[config.mk]
export PLATFORM = sky130hd
export DESIGN_NAME = source_token_scanner_flat
export DESIGN_NICKNAME = d
export VERILOG_FILES = /design/src/rtl/core/stt_pkg.sv /design/src/rtl/core/stt_byte_if.sv /design/src/rtl/core/stt_token_if.sv /design/src/rtl/core/source_token_scanner.sv /design/src/flat_wrapper.sv
export VERILOG_INCLUDE_DIRS = /design/src /design/src/rtl/core
export SDC_FILE = /design/constraint.sdc
export NUM_CORES = 1
export LEC_CHECK = 0
export ABC_AREA = 1
export BUFFER_PORTS_ARGS = -buffer_cell sky130_fd_sc_hd__buf_2
export CAP_MARGIN = 20
export CORE_UTILIZATION = 57
export DETAILED_ROUTE_END_ITERATION = 6
export PLACE_DENSITY = 0.76
export SLEW_MARGIN = 20
export SYNTH_ARGS = -nofsm -noshare
export SYNTH_HDL_FRONTEND = slang
export SYNTH_SLANG_ARGS = --single-unit
[constraint.sdc]
create_clock -name clk -period 3.4 [get_ports clk]
set_input_delay 0.34 -clock clk [delete_from_list [all_inputs] [get_ports clk]]
set_output_delay 0.34 -clock clk [all_outputs]
set_load 0.05 [all_outputs]
[src/rtl/core/assert_macros.svh]
// assertion helpers shared by the rtl files
// each macro expands to nothing when SYNTHESIS is defined
`ifndef ASSERT_MACROS_SVH
`define ASSERT_MACROS_SVH

`ifndef SYNTHESIS

`define ASSERT_ALWAYS(label, clk, rst_n, expr) \
    label: assert property (@(posedge clk) disable iff (!rst_n) (expr)) \
        else $error("assertion failed: invariant");

`define ASSERT_IMPLY(label, clk, rst_n, ante, cons) \
    label: assert property (@(posedge clk) disable iff (!rst_n) (ante) |-> (cons)) \
        else $error("assertion failed: implication");

`define ASSERT_NEXT(label, clk, rst_n, ante, cons) \
    label: assert property (@(posedge clk) disable iff (!rst_n) (ante) |=> (cons)) \
        else $error("assertion failed: next cycle");

`else

`define ASSERT_ALWAYS(label, clk, rst_n, expr)
`define ASSERT_IMPLY(label, clk, rst_n, ante, cons)
`define ASSERT_NEXT(label, clk, rst_n, ante, cons)

`endif

`endif

[src/rtl/core/stt_pkg.sv]
// ----------------------------------------------------------------------------
// stt_pkg
// types and constants shared by the token scanner and its channel interfaces
// ----------------------------------------------------------------------------
`timescale 1ns / 1ps

package stt_pkg;

    localparam int POS_WIDTH  = 32;
    localparam int LEN_WIDTH  = 16;
    localparam int LEAD_BYTES = 6;
    localparam int LEAD_WIDTH = 8 * LEAD_BYTES;

    localparam logic [LEN_WIDTH-1:0] LEN_MAX = '1;

    typedef enum logic [4:0] {
        TOK_INVALID = 5'd0,
        TOK_EOF     = 5'd1,
        TOK_IDENT   = 5'd2,
        TOK_INT     = 5'd3,
        TOK_PLUS    = 5'd4,
        TOK_MINUS   = 5'd5,
        TOK_STAR    = 5'd6,
        TOK_SLASH   = 5'd7,
        TOK_ASSIGN  = 5'd8,
        TOK_AMP     = 5'd9,
        TOK_LPAREN  = 5'd10,
        TOK_RPAREN  = 5'd11,
        TOK_LBRACE  = 5'd12,
        TOK_RBRACE  = 5'd13,
        TOK_SEMI    = 5'd14,
        TOK_RETURN  = 5'd15,
        TOK_IF      = 5'd16,
        TOK_ELSE    = 5'd17,
        TOK_FOR     = 5'd18
    } tok_kind_t;

    typedef enum logic [1:0] {
        CAUSE_NONE       = 2'd0,
        CAUSE_NUM_LETTER = 2'd1,
        CAUSE_STRAY      = 2'd2
    } err_cause_t;

    typedef enum logic [2:0] {
        MODE_IDLE  = 3'b001,
        MODE_NUM   = 3'b010,
        MODE_IDENT = 3'b100
    } scan_mode_t;

    // keyword text, first character in the low byte
    localparam logic [LEAD_WIDTH-1:0] TXT_RETURN = LEAD_WIDTH'("nruter");
    localparam logic [LEAD_WIDTH-1:0] TXT_IF     = LEAD_WIDTH'("fi");
    localparam logic [LEAD_WIDTH-1:0] TXT_ELSE   = LEAD_WIDTH'("esle");
    localparam logic [LEAD_WIDTH-1:0] TXT_FOR    = LEAD_WIDTH'("rof");

    typedef struct packed {
        tok_kind_t         kind;
        logic [31:0]       start;
        logic [15:0]       length;
        err_cause_t        cause;
        logic              last;
    } token_t;

endpackage

[src/rtl/core/stt_byte_if.sv]
// ----------------------------------------------------------------------------
// stt_byte_if
// valid/ready channel carrying one source byte per item
// ----------------------------------------------------------------------------
`timescale 1ns / 1ps

interface stt_byte_if;
    logic       valid;
    logic       ready;
    logic [7:0] char_byte;

    modport source (output valid, output char_byte, input ready);
    modport sink   (input valid, input char_byte, output ready);
endinterface

[src/rtl/core/stt_token_if.sv]
// ----------------------------------------------------------------------------
// stt_token_if
// valid/ready channel carrying one scanned token per item
// ----------------------------------------------------------------------------
`timescale 1ns / 1ps

interface stt_token_if;
    logic                  valid;
    logic                  ready;
    stt_pkg::tok_kind_t    token_kind;
    logic [31:0]           token_start;
    logic [15:0]           token_length;
    stt_pkg::err_cause_t   error_cause;
    logic                  last_of_run;

    modport source (output valid, output token_kind, output token_start,
                    output token_length, output error_cause, output last_of_run,
                    input ready);
    modport sink   (input valid, input token_kind, input token_start,
                    input token_length, input error_cause, input last_of_run,
                    output ready);
endinterface

[src/rtl/core/source_token_scanner.sv]
// ----------------------------------------------------------------------------
// source_token_scanner
// streaming lexer: bytes in, tokens (kind, start, length, cause) out
// ----------------------------------------------------------------------------
//  channel | direction | item
//  chars   | in        | char_byte
//  tokens  | out       | token_kind, token_start, token_length, error_cause,
//          |           | last_of_run
//
//  one byte is taken per cycle while the result buffer has room; scan state
//  updates in the accepting cycle and the byte's tokens land in a two-entry result
//  buffer the next cycle; a byte that closes a token and yields its own token
//  gives two results, and the buffer then holds off the next byte while they drain
//  chars.ready depends on tokens.ready in the same cycle when one result waits
//  reset clears scan state, position and the result buffer
// ----------------------------------------------------------------------------
`timescale 1ns / 1ps
`include "assert_macros.svh"

module source_token_scanner (
    input  logic          clk,
    input  logic          rst_n,
    stt_byte_if.sink      chars,
    stt_token_if.source   tokens
);

    localparam int PW = stt_pkg::POS_WIDTH;
    localparam int LW = stt_pkg::LEN_WIDTH;
    localparam int DW = stt_pkg::LEAD_WIDTH;

    stt_pkg::scan_mode_t mode_reg, mode_next;
    logic [PW-1:0]       pos_reg, pos_next;
    logic [PW-1:0]       run_start_reg, run_start_next;
    logic [LW-1:0]       run_len_reg, run_len_next;
    logic                has_letter_reg, has_letter_next;
    logic [DW-1:0]       lead_reg, lead_next;

    stt_pkg::token_t     slot0_reg, slot0_next;
    stt_pkg::token_t     slot1_reg, slot1_next;
    logic [1:0]          cnt_reg, cnt_next;

    stt_pkg::token_t     res0, res1, run_tok, byte_tok;
    logic [1:0]          n_res;
    logic                in_acc, out_acc;
    logic [7:0]          c;
    logic                c_digit, c_alpha, c_space, in_run;
    stt_pkg::tok_kind_t  op_k;

    function automatic stt_pkg::tok_kind_t ident_kind(
        input logic [DW-1:0] lead,
        input logic [LW-1:0] len
    );
        stt_pkg::tok_kind_t k;
        k = stt_pkg::TOK_IDENT;
        if (len == LW'(6) && lead == stt_pkg::TXT_RETURN)
            k = stt_pkg::TOK_RETURN;
        else if (len == LW'(2) && lead == stt_pkg::TXT_IF)
            k = stt_pkg::TOK_IF;
        else if (len == LW'(4) && lead == stt_pkg::TXT_ELSE)
            k = stt_pkg::TOK_ELSE;
        else if (len == LW'(3) && lead == stt_pkg::TXT_FOR)
            k = stt_pkg::TOK_FOR;
        return k;
    endfunction

    assign c       = chars.char_byte;
    assign in_acc  = chars.valid && chars.ready;
    assign out_acc = tokens.valid && tokens.ready;

    assign c_digit = (c >= "0") && (c <= "9");
    assign c_alpha = ((c >= "a") && (c <= "z")) || ((c >= "A") && (c <= "Z")) || (c == "_");
    assign c_space = (c == " ") || ((c >= 8'd9) && (c <= 8'd13));
    assign in_run  = (mode_reg == stt_pkg::MODE_NUM) || (mode_reg == stt_pkg::MODE_IDENT);

    always_comb
    begin
        case (c)
            "+":     op_k = stt_pkg::TOK_PLUS;
            "-":     op_k = stt_pkg::TOK_MINUS;
            "*":     op_k = stt_pkg::TOK_STAR;
            "/":     op_k = stt_pkg::TOK_SLASH;
            "=":     op_k = stt_pkg::TOK_ASSIGN;
            "&":     op_k = stt_pkg::TOK_AMP;
            "(":     op_k = stt_pkg::TOK_LPAREN;
            ")":     op_k = stt_pkg::TOK_RPAREN;
            "{":     op_k = stt_pkg::TOK_LBRACE;
            "}":     op_k = stt_pkg::TOK_RBRACE;
            ";":     op_k = stt_pkg::TOK_SEMI;
            default: op_k = stt_pkg::TOK_INVALID;
        endcase
    end

    // token closed by this byte
    always_comb
    begin
        run_tok.start  = 32'(run_start_reg);
        run_tok.length = 16'(run_len_reg);
        run_tok.last   = 1'b0;
        if (mode_reg == stt_pkg::MODE_NUM)
        begin
            run_tok.kind  = has_letter_reg ? stt_pkg::TOK_INVALID : stt_pkg::TOK_INT;
            run_tok.cause = has_letter_reg ? stt_pkg::CAUSE_NUM_LETTER
                                           : stt_pkg::CAUSE_NONE;
        end
        else
        begin
            run_tok.kind  = ident_kind(lead_reg, run_len_reg);
            run_tok.cause = stt_pkg::CAUSE_NONE;
        end
    end

    // single-byte token of this byte (eof, operator or stray)
    always_comb
    begin
        byte_tok.start  = 32'(pos_reg);
        byte_tok.length = 16'd1;
        byte_tok.last   = 1'b0;
        byte_tok.cause  = stt_pkg::CAUSE_NONE;
        if (c == 8'd0)
            byte_tok.kind = stt_pkg::TOK_EOF;
        else if (op_k != stt_pkg::TOK_INVALID)
            byte_tok.kind = op_k;
        else
        begin
            byte_tok.kind  = stt_pkg::TOK_INVALID;
            byte_tok.cause = stt_pkg::CAUSE_STRAY;
        end
    end

    always_comb
    begin
        logic byte_emits;
        mode_next       = mode_reg;
        pos_next        = pos_reg;
        run_start_next  = run_start_reg;
        run_len_next    = run_len_reg;
        has_letter_next = has_letter_reg;
        lead_next       = lead_reg;
        n_res           = 2'd0;
        res0            = byte_tok;
        res1            = byte_tok;
        byte_emits      = !(c_space || c_digit || c_alpha);

        if (in_run && (c_digit || c_alpha))
        begin
            // token continues
            if (mode_reg == stt_pkg::MODE_NUM && c_alpha)
                has_letter_next = 1'b1;
            for (int i = 0; i < stt_pkg::LEAD_BYTES; i++)
            begin
                if (run_len_reg == LW'(i))
                    lead_next[8*i +: 8] = c;
            end
            if (run_len_reg != stt_pkg::LEN_MAX)
                run_len_next = run_len_reg + LW'(1);
            pos_next = pos_reg + PW'(1);
        end
        else
        begin
            mode_next = stt_pkg::MODE_IDLE;
            if (in_run)
            begin
                res0  = run_tok;
                n_res = byte_emits ? 2'd2 : 2'd1;
            end
            else
                n_res = byte_emits ? 2'd1 : 2'd0;

            if (c_digit || c_alpha)
            begin
                mode_next       = c_digit ? stt_pkg::MODE_NUM : stt_pkg::MODE_IDENT;
                run_start_next  = pos_reg;
                run_len_next    = LW'(1);
                has_letter_next = 1'b0;
                lead_next       = DW'(c);
            end
            // eof keeps its position
            if (c != 8'd0)
                pos_next = pos_reg + PW'(1);
        end

        if (n_res == 2'd1)
            res0.last = 1'b1;
        res1.last = 1'b1;
    end

    // result buffer: a byte is taken only when the buffer is empty after this pop
    assign chars.ready = (cnt_reg == 2'd0) || ((cnt_reg == 2'd1) && tokens.ready);

    always_comb
    begin
        slot0_next = slot0_reg;
        slot1_next = slot1_reg;
        cnt_next   = cnt_reg;
        if (out_acc)
        begin
            slot0_next = slot1_reg;
            cnt_next   = cnt_reg - 2'd1;
        end
        if (in_acc && n_res != 2'd0)
        begin
            slot0_next = res0;
            slot1_next = res1;
            cnt_next   = n_res;
        end
    end

    always_ff @(posedge clk or negedge rst_n)
    begin
        if (!rst_n)
        begin
            mode_reg       <= stt_pkg::MODE_IDLE;
            pos_reg        <= '0;
            run_start_reg  <= '0;
            run_len_reg    <= '0;
            has_letter_reg <= 1'b0;
            lead_reg       <= '0;
            cnt_reg        <= 2'd0;
        end
        else
        begin
            cnt_reg <= cnt_next;
            if (in_acc)
            begin
                mode_reg       <= mode_next;
                pos_reg        <= pos_next;
                run_start_reg  <= run_start_next;
                run_len_reg    <= run_len_next;
                has_letter_reg <= has_letter_next;
                lead_reg       <= lead_next;
            end
        end
    end

    always_ff @(posedge clk)
    begin
        slot0_reg <= slot0_next;
        slot1_reg <= slot1_next;
    end

    assign tokens.valid        = (cnt_reg != 2'd0);
    assign tokens.token_kind   = slot0_reg.kind;
    assign tokens.token_start  = slot0_reg.start;
    assign tokens.token_length = slot0_reg.length;
    assign tokens.error_cause  = slot0_reg.cause;
    assign tokens.last_of_run  = slot0_reg.last;

    `ASSERT_IMPLY(a_accept_room, clk, rst_n, in_acc, (cnt_reg == 2'd0) || out_acc)
    `ASSERT_IMPLY(a_pair_order, clk, rst_n, cnt_reg == 2'd2, slot1_reg.last && !slot0_reg.last)
    `ASSERT_IMPLY(a_run_nonempty, clk, rst_n, mode_reg != stt_pkg::MODE_IDLE, run_len_reg != '0)
    `ASSERT_NEXT(a_eof_holds_pos, clk, rst_n, in_acc && (c == 8'd0), $stable(pos_reg))

endmodule
[src/flat_wrapper.sv]
// flat-port wrapper written by rule: the top's interface ports become plain ports
module source_token_scanner_flat 
  (clk, rst_n, chars_valid, chars_char_byte, chars_ready, tokens_valid, tokens_token_kind, tokens_token_start, tokens_token_length, tokens_error_cause, tokens_last_of_run, tokens_ready);
  stt_byte_if chars_i ();
  stt_token_if tokens_i ();
  input  logic clk;
  input  logic rst_n;
  input wire logic [$bits(chars_i.valid)-1:0] chars_valid;
  input wire logic [$bits(chars_i.char_byte)-1:0] chars_char_byte;
  output wire logic [$bits(chars_i.ready)-1:0] chars_ready;
  output wire logic [$bits(tokens_i.valid)-1:0] tokens_valid;
  output wire logic [$bits(tokens_i.token_kind)-1:0] tokens_token_kind;
  output wire logic [$bits(tokens_i.token_start)-1:0] tokens_token_start;
  output wire logic [$bits(tokens_i.token_length)-1:0] tokens_token_length;
  output wire logic [$bits(tokens_i.error_cause)-1:0] tokens_error_cause;
  output wire logic [$bits(tokens_i.last_of_run)-1:0] tokens_last_of_run;
  input wire logic [$bits(tokens_i.ready)-1:0] tokens_ready;
  assign chars_i.valid = chars_valid;
  assign chars_i.char_byte = chars_char_byte;
  assign chars_ready = chars_i.ready;
  assign tokens_valid = tokens_i.valid;
  assign tokens_token_kind = tokens_i.token_kind;
  assign tokens_token_start = tokens_i.token_start;
  assign tokens_token_length = tokens_i.token_length;
  assign tokens_error_cause = tokens_i.error_cause;
  assign tokens_last_of_run = tokens_i.last_of_run;
  assign tokens_i.ready = tokens_ready;
  source_token_scanner u_core (.clk(clk), .rst_n(rst_n), .chars(chars_i), .tokens(tokens_i));
endmodule
==> results of run 1 <==
## synth_stat cells, drive strengths merged, types with 7 or more instances
cell,instances,area (um^2)
nand2,386,1530
nor2,156,667
inv,138,521
dfrtp,133,3330
o21ai,101,566
edfxtp,93,2790
nand3,58,308
xor2,36,315
nor3,32,170
o211ai,32,240
nand4,30,188
buf,29,210
a21oi,9,52.6
clkbuf,8,30.0
ha,8,100
nor4,7,43.8
## final cells by class
cell class | count | area, um^2 | area share, %
Timing Repair Buffer | 77 | 464 | 3.70
Clock inverter | 9 | 100 | 0.799
Clock buffer | 35 | 714 | 5.70
Multi-Input combinational cell | 865 | 4260 | 34.0
Inverter | 138 | 520 | 4.15
Tap cell | 260 | 325 | 2.60
Sequential cell | 227 | 6150 | 49.1
## report_power, final
part	leakage, uW	internal [uW]	switching [uW]	total (uW)
logic	0.00274	842	2560	3400
clock network	0.000390	1610	1050	2660
registers	0.00257	3790	512	4310
total	0.00571	6240	4130	10400
## critical path, stage by stage, from the launching register on
cell     delay (ns)
dfrtp_1        0.41
inv_1          0.08
ha_1           0.13
inv_1          0.06
nand2_1        0.08
nand2_1        0.23
inv_1          0.30
nand2_1        0.08
buf_4          0.19
inv_1          0.56
nand3_1        0.24
nor2_1         0.20
xor2_1         0.18
## cell usage in the layout (no fill, tap or decap), types with 3 or more instances in the layout
master / synthesis / final
a21oi_1: 7 / 7
buf_12: 0 / 4
buf_2: 15 / 68
buf_4: 6 / 3
clkbuf_1: 8 / 6
clkbuf_16: 0 / 26
clkbuf_8: 0 / 3
clkinv_1: 0 / 3
dfrtp_1: 133 / 133
edfxtp_1: 93 / 93
ha_1: 8 / 8
inv_1: 133 / 133
inv_2: 4 / 4
nand2_1: 369 / 368
nand2_2: 12 / 13
nand2_4: 3 / 3
nand3_1: 56 / 56
nand3b_1: 3 / 3
nand4_1: 30 / 30
nor2_1: 135 / 135
nor2_2: 17 / 17
nor2_4: 3 / 3
nor3_1: 30 / 30
nor4_1: 7 / 7
o211ai_1: 32 / 32
o21ai_0: 66 / 66
o21ai_1: 21 / 21
o21ai_2: 13 / 13
xor2_1: 36 / 36
## layer usage
metal,global-route usage (%),share of wire [%],vias to the layer above
met5,0,0,-
met4,6.96,2.1,0
met3,3.97,7.4,44
met2,37.8,43,333
met1,39.9,47,4104
li1,-,-,4269
## cells by family after synthesis
logic type / after synthesis / share of synthesized area, %
buffers and inverters: 175 / 6.81
DFF: 227 / 55.1
xor gates and xnor gates: 36 / 2.82
and+or+nand+nor: 677 / 26.6
adders and majority gates: 8 / 0.897
AOI/OAI and AO/OA: 144 / 7.82
## how the worst max path moves through the flow
stage               cells past startpoint         startpoint                           end  slack [ns]
finish                                 12  u_core.cnt_reg[0]            u_core.pos_reg[25]        0.57
global placement                       12  u_core.cnt_reg[0]            u_core.pos_reg[25]        0.75
global route                           12  u_core.cnt_reg[0]            u_core.pos_reg[25]        0.40
CTS                                    12  u_core.cnt_reg[0]            u_core.pos_reg[25]        0.63
floorplan                               9  u_core.cnt_reg[0]  u_core.tokens.error_cause[0]        0.17
detailed placement                     12  u_core.cnt_reg[0]             u_core.pos_reg[8]        0.67
## per-stage QoR
stage / setup slack (ns) / cells / cell area, um^2 / utilization (%)
5_1_grt: 0.399 / 1611 / 12500 / 66.1
2_1_floorplan: 0.170 / 1267 / 11200 / -
6_report: 0.567 / 1611 / 12500 / 66.1
3_3_place_gp: 0.750 / 1566 / 11700 / 61.7
4_1_cts: 0.625 / 1611 / 12500 / 66.1
3_5_place_dp: 0.667 / 1566 / 11700 / 61.7
## what timing repair did
item,CTS,global route
hold endpoints to repair,78,0
setup endpoints to repair,0,0
hold buffers,1,0
==> flow_summary.json, run 1 <==
{
  "status": "completed",
  "r2r_slack_ns": 0.57,
  "drt_wl_total_um": 24500,
  "critical_path_required_ns": 3.83,
  "die_x_um": 142,
  "async_flop_share_pct": 59.0,
  "reg2reg_to": "u_core.pos_reg[25]",
  "area_growth_pct": 12.2,
  "fin_setup_tns_ns": 0,
  "antenna_found_initial": 0,
  "hold_path.class": "input pin to flop",
  "first_global_vias": 8152,
  "track_usage_pct": 25.8,
  "postSynthAreaPerCell_um2": 8.81,
  "cts_buffer_depth": 3,
  "ys_seq_area_share_pct": 55.1,
  "vias": 8750,
  "drive_above_1_share_pct": 13.2,
  "post-cts-setup-buffer-count": 0,
  "power_uw": 10400,
  "syn_nets": 1287,
  "row_count": 50,
  "h-tree-depth": 1,
  "tightestPinTransition_ns": 0.863,
  "final_max_slew_viol_count": 0,
  "r2r_start": "u_core.cnt_reg[0]",
  "gp_congestion": 0.940,
  "end_kind": "flop",
  "synthCells": 1267,
  "ir_drop_v": 0.000498,
  "die-area_um2": 20100,
  "hold_violations": 0,
  "final.period_utilization_pct": 83.3,
  "numPortBuffers": 69,
  "cp_max_fo": 24,
  "grt_pass1_wl_um": 41000,
  "routedWlPerCell_um": 15.2,
  "dr.pass1.iters": 6,
  "cts_resized": 0,
  "grt-ovfl-total": 0,
  "viasPerCell": 5.43,
  "timing.hold.ws_ns": 0.179,
  "reg2regPathDepth": 12,
  "min_delay_path_depth": 3,
  "n_fill_cell": 1524,
  "rsz0062_at_grt": "false",
  "synth_ff_type": "dfrtp_1",
  "slew_headroom_pct": 42.4,
  "clk_pin_slew_worst_paths_ns": 0.06,
  "synth_area_um2": 11200,
  "die_y_um": 142,
  "critPathArrivalTime_ns": 3.27,
  "numCtsBuffers": 24,
  "ys_warn_count": 0,
  "clock_sinks": 227,
  "startpoint_type": "flop",
  "p_per_area_nw_per_um2": 828,
  "drv_cap": 0,
  "antenna-diode-count": 0,
  "synth_edf_count": 93,
  "nNetsFinal": 1353,
  "setup_violations": 0,
  "clock.fmax_mhz": 353,
  "hold-path-endpoint": "u_core.lead_reg[6]",
  "ys_types": 39,
  "dp_hpwl_um": 16600,
  "start_util_pct": 58.9,
  "pin_count": 70,
  "ant_nets": 0,
  "yosys_register_bits": 227,
  "fin_skew_ns": 0.0129,
  "cts_tree": "built",
  "core_um2": 19000,
  "drt_iter0_markers": 810,
  "fin_crit_ns": 2.83,
  "grt_max_degree": 81,
  "clock_latency_ns": 0.52,
  "drc": 0,
  "cellLeakagePower_uw": 0.00571,
  "largest_reg_flops": 48,
  "root_buffer": "clkbuf_16",
  "crit_type": "flop to flop",
  "hold_path_startpoint": "chars_char_byte[6]"
}
Power figures use the tool's default switching activity.
==> run 2, diff against run 1 <==
Settings changed: CORE_UTILIZATION 57 to 55.
Clock period 3.4 ns to 2.4 ns, I/O delays scaled along.
==> flow_summary.json, run 2 (synthesis results as in run 1) <==
{
  "clock_sinks": 227,
  "area_growth_pct": 14.2,
  "slew_headroom_pct": 54.0,
  "dp_hpwl_um": 17600,
  "place_ws_ns": 0.153,
  "dr.pass1.iters": 7,
  "antenna_found_initial": 0,
  "ant_nets": 0,
  "cts_tree": "built",
  "drc": 0,
  "multi_input_area_um2": 4290,
  "setup_slack_ns": 0.171,
  "power_frac_seq_pct": 40.8,
  "grt_max_degree": 57,
  "post-cts-setup-buffer-count": 0,
  "cts_buffer_depth": 3,
  "rsz0062_at_grt": "true",
  "antenna-diode-count": 0,
  "setup_violations": 0,
  "final_max_slew_viol_count": 0,
  "routedWlPerCell_um": 15.3,
  "layout_common_cells": "nand2_1, nor2_1, dfrtp_1",
  "first_global_vias": 8110,
  "critPathArrivalTime_ns": 2.67,
  "final.period_utilization_pct": 92.9,
  "numPortBuffers": 69,
  "fin_util_pct": 64.9,
  "vias": 8727,
  "fin_crit_ns": 2.23,
  "n_fill_cell": 1591,
  "ir_drop_v": 0.000569,
  "drv_cap": 0,
  "seqCellArea_um2": 6150,
  "startpoint_type": "flop",
  "clk_pin_slew_worst_paths_ns": 0.06,
  "tightestPinTransition_ns": 0.684,
  "crit_type": "flop to flop",
  "drt_wl_total_um": 24900,
  "hold_violations": 0,
  "end_kind": "flop",
  "pin_count": 70,
  "clock.fmax_mhz": 449,
  "drt_iter0_markers": 795,
  "comb_power_share_pct": 32.9,
  "cts_resized": 0,
  "nNetsFinal": 1365,
  "clock_latency_ns": 0.52,
  "fin_skew_ns": 0.00696,
  "track_usage_pct": 25.3,
  "fin_setup_tns_ns": 0,
  "row_count": 51,
  "largest_reg_flops": 48,
  "drive_above_1_share_pct": 14.5,
  "grt_pass1_wl_um": 41300,
  "final_common_cell": "nand2_1",
  "die_x_um": 144,
  "hold_path.class": "input pin to flop",
  "intPower_uw": 9080,
  "cp_max_fo": 15,
  "gp_congestion": 0.922,
  "root_buffer": "clkbuf_16",
  "timing.hold.ws_ns": 0.0839,
  "power_switching_uw": 5920,
  "die_y_um": 144,
  "core_um2": 19700,
  "viasPerCell": 5.36,
  "status": "completed",
  "critical_path_required_ns": 2.84,
  "cellLeakagePower_uw": 0.00582,
  "die-area_um2": 20900,
  "h-tree-depth": 1,
  "p_per_area_nw_per_um2": 1180,
  "grt-ovfl-total": 0,
  "numCtsBuffers": 23,
  "start_util_pct": 56.8,
  "clockPowerShare_pct": 26.3,
  "p_sw_share_pct": 39.5
}
run 2: repair_timing:
action,in CTS,in global routing
setup endpoints to repair,0,2
hold buffers,1,0
endpoints found under the hold margin,48,0
run 2: worst max-delay path, stage by stage, from the launching register on:
cell and delay (ns):
dfrtp_1 0.41, inv_1 0.08, ha_1 0.20, clkinvlp_4 0.16
nand2_8 0.08, nand2_2 0.11, inv_2 0.16, nand2_1 0.11
inv_1 0.34, nand3_1 0.20, nor2_1 0.16, xor2_1 0.15
run 2: worst paths after layout:
path | from | end | slack (ns) | depth (start not counted)
worst max register to register | u_core.cnt_reg[0] | u_core.pos_reg[8] | 0.17 | 11
worst max-delay path | u_core.cnt_reg[0] | u_core.pos_reg[8] | 0.17 | 11
worst min register to register | u_core.pos_reg[31] | u_core.slot1_reg[50] | 0.45 | 0
max in group asynchronous | rst_n | u_core.pos_reg[26] | 1.49 | 3
worst min-delay path | chars_char_byte[6] | u_core.lead_reg[6] | 0.08 | 3
min in group asynchronous | rst_n | u_core.lead_reg[22] | 0.20 | 2
run 2: layout make-up:
class	instances	area share, %
Timing Repair Buffer	90	4.80
Multi-Input combinational cell	865	33.6
Tap cell	265	2.60
Sequential cell	227	48.2
Inverter	138	4.11
Clock inverter	13	1.62
Clock buffer	29	5.01
run 2: layer usage:
layer / share of wire (%) / GRT usage, % / wire length (um)
met1: 48 / 38.8 / 11900
met2: 44 / 38.1 / 10900
met3: 7.2 / 3.74 / 1780
met4: 1.5 / 5.26 / 363
met5: 0 / 0 / 0
run 2: metrics by stage:
step	instances	area, um^2	total power [uW]
3_3_place_gp	1584	11900	10900
6_report	1627	12800	15000
5_1_grt	1627	12800	15900
3_5_place_dp	1584	11900	11100
4_1_cts	1627	12800	15100
2_1_floorplan	1267	11200	9750
run 2: power by group through the flow:
stage | combinational [uW] | clock (uW) | sequential (uW)
after global routing | 5460 | 4160 | 6270
after floorplan | 2610 | 0 | 7140
final | 4940 | 3940 | 6120
after CTS | 4950 | 4010 | 6110
after detailed placement | 4910 | 0 | 6160
after global placement | 4810 | 0 | 6130
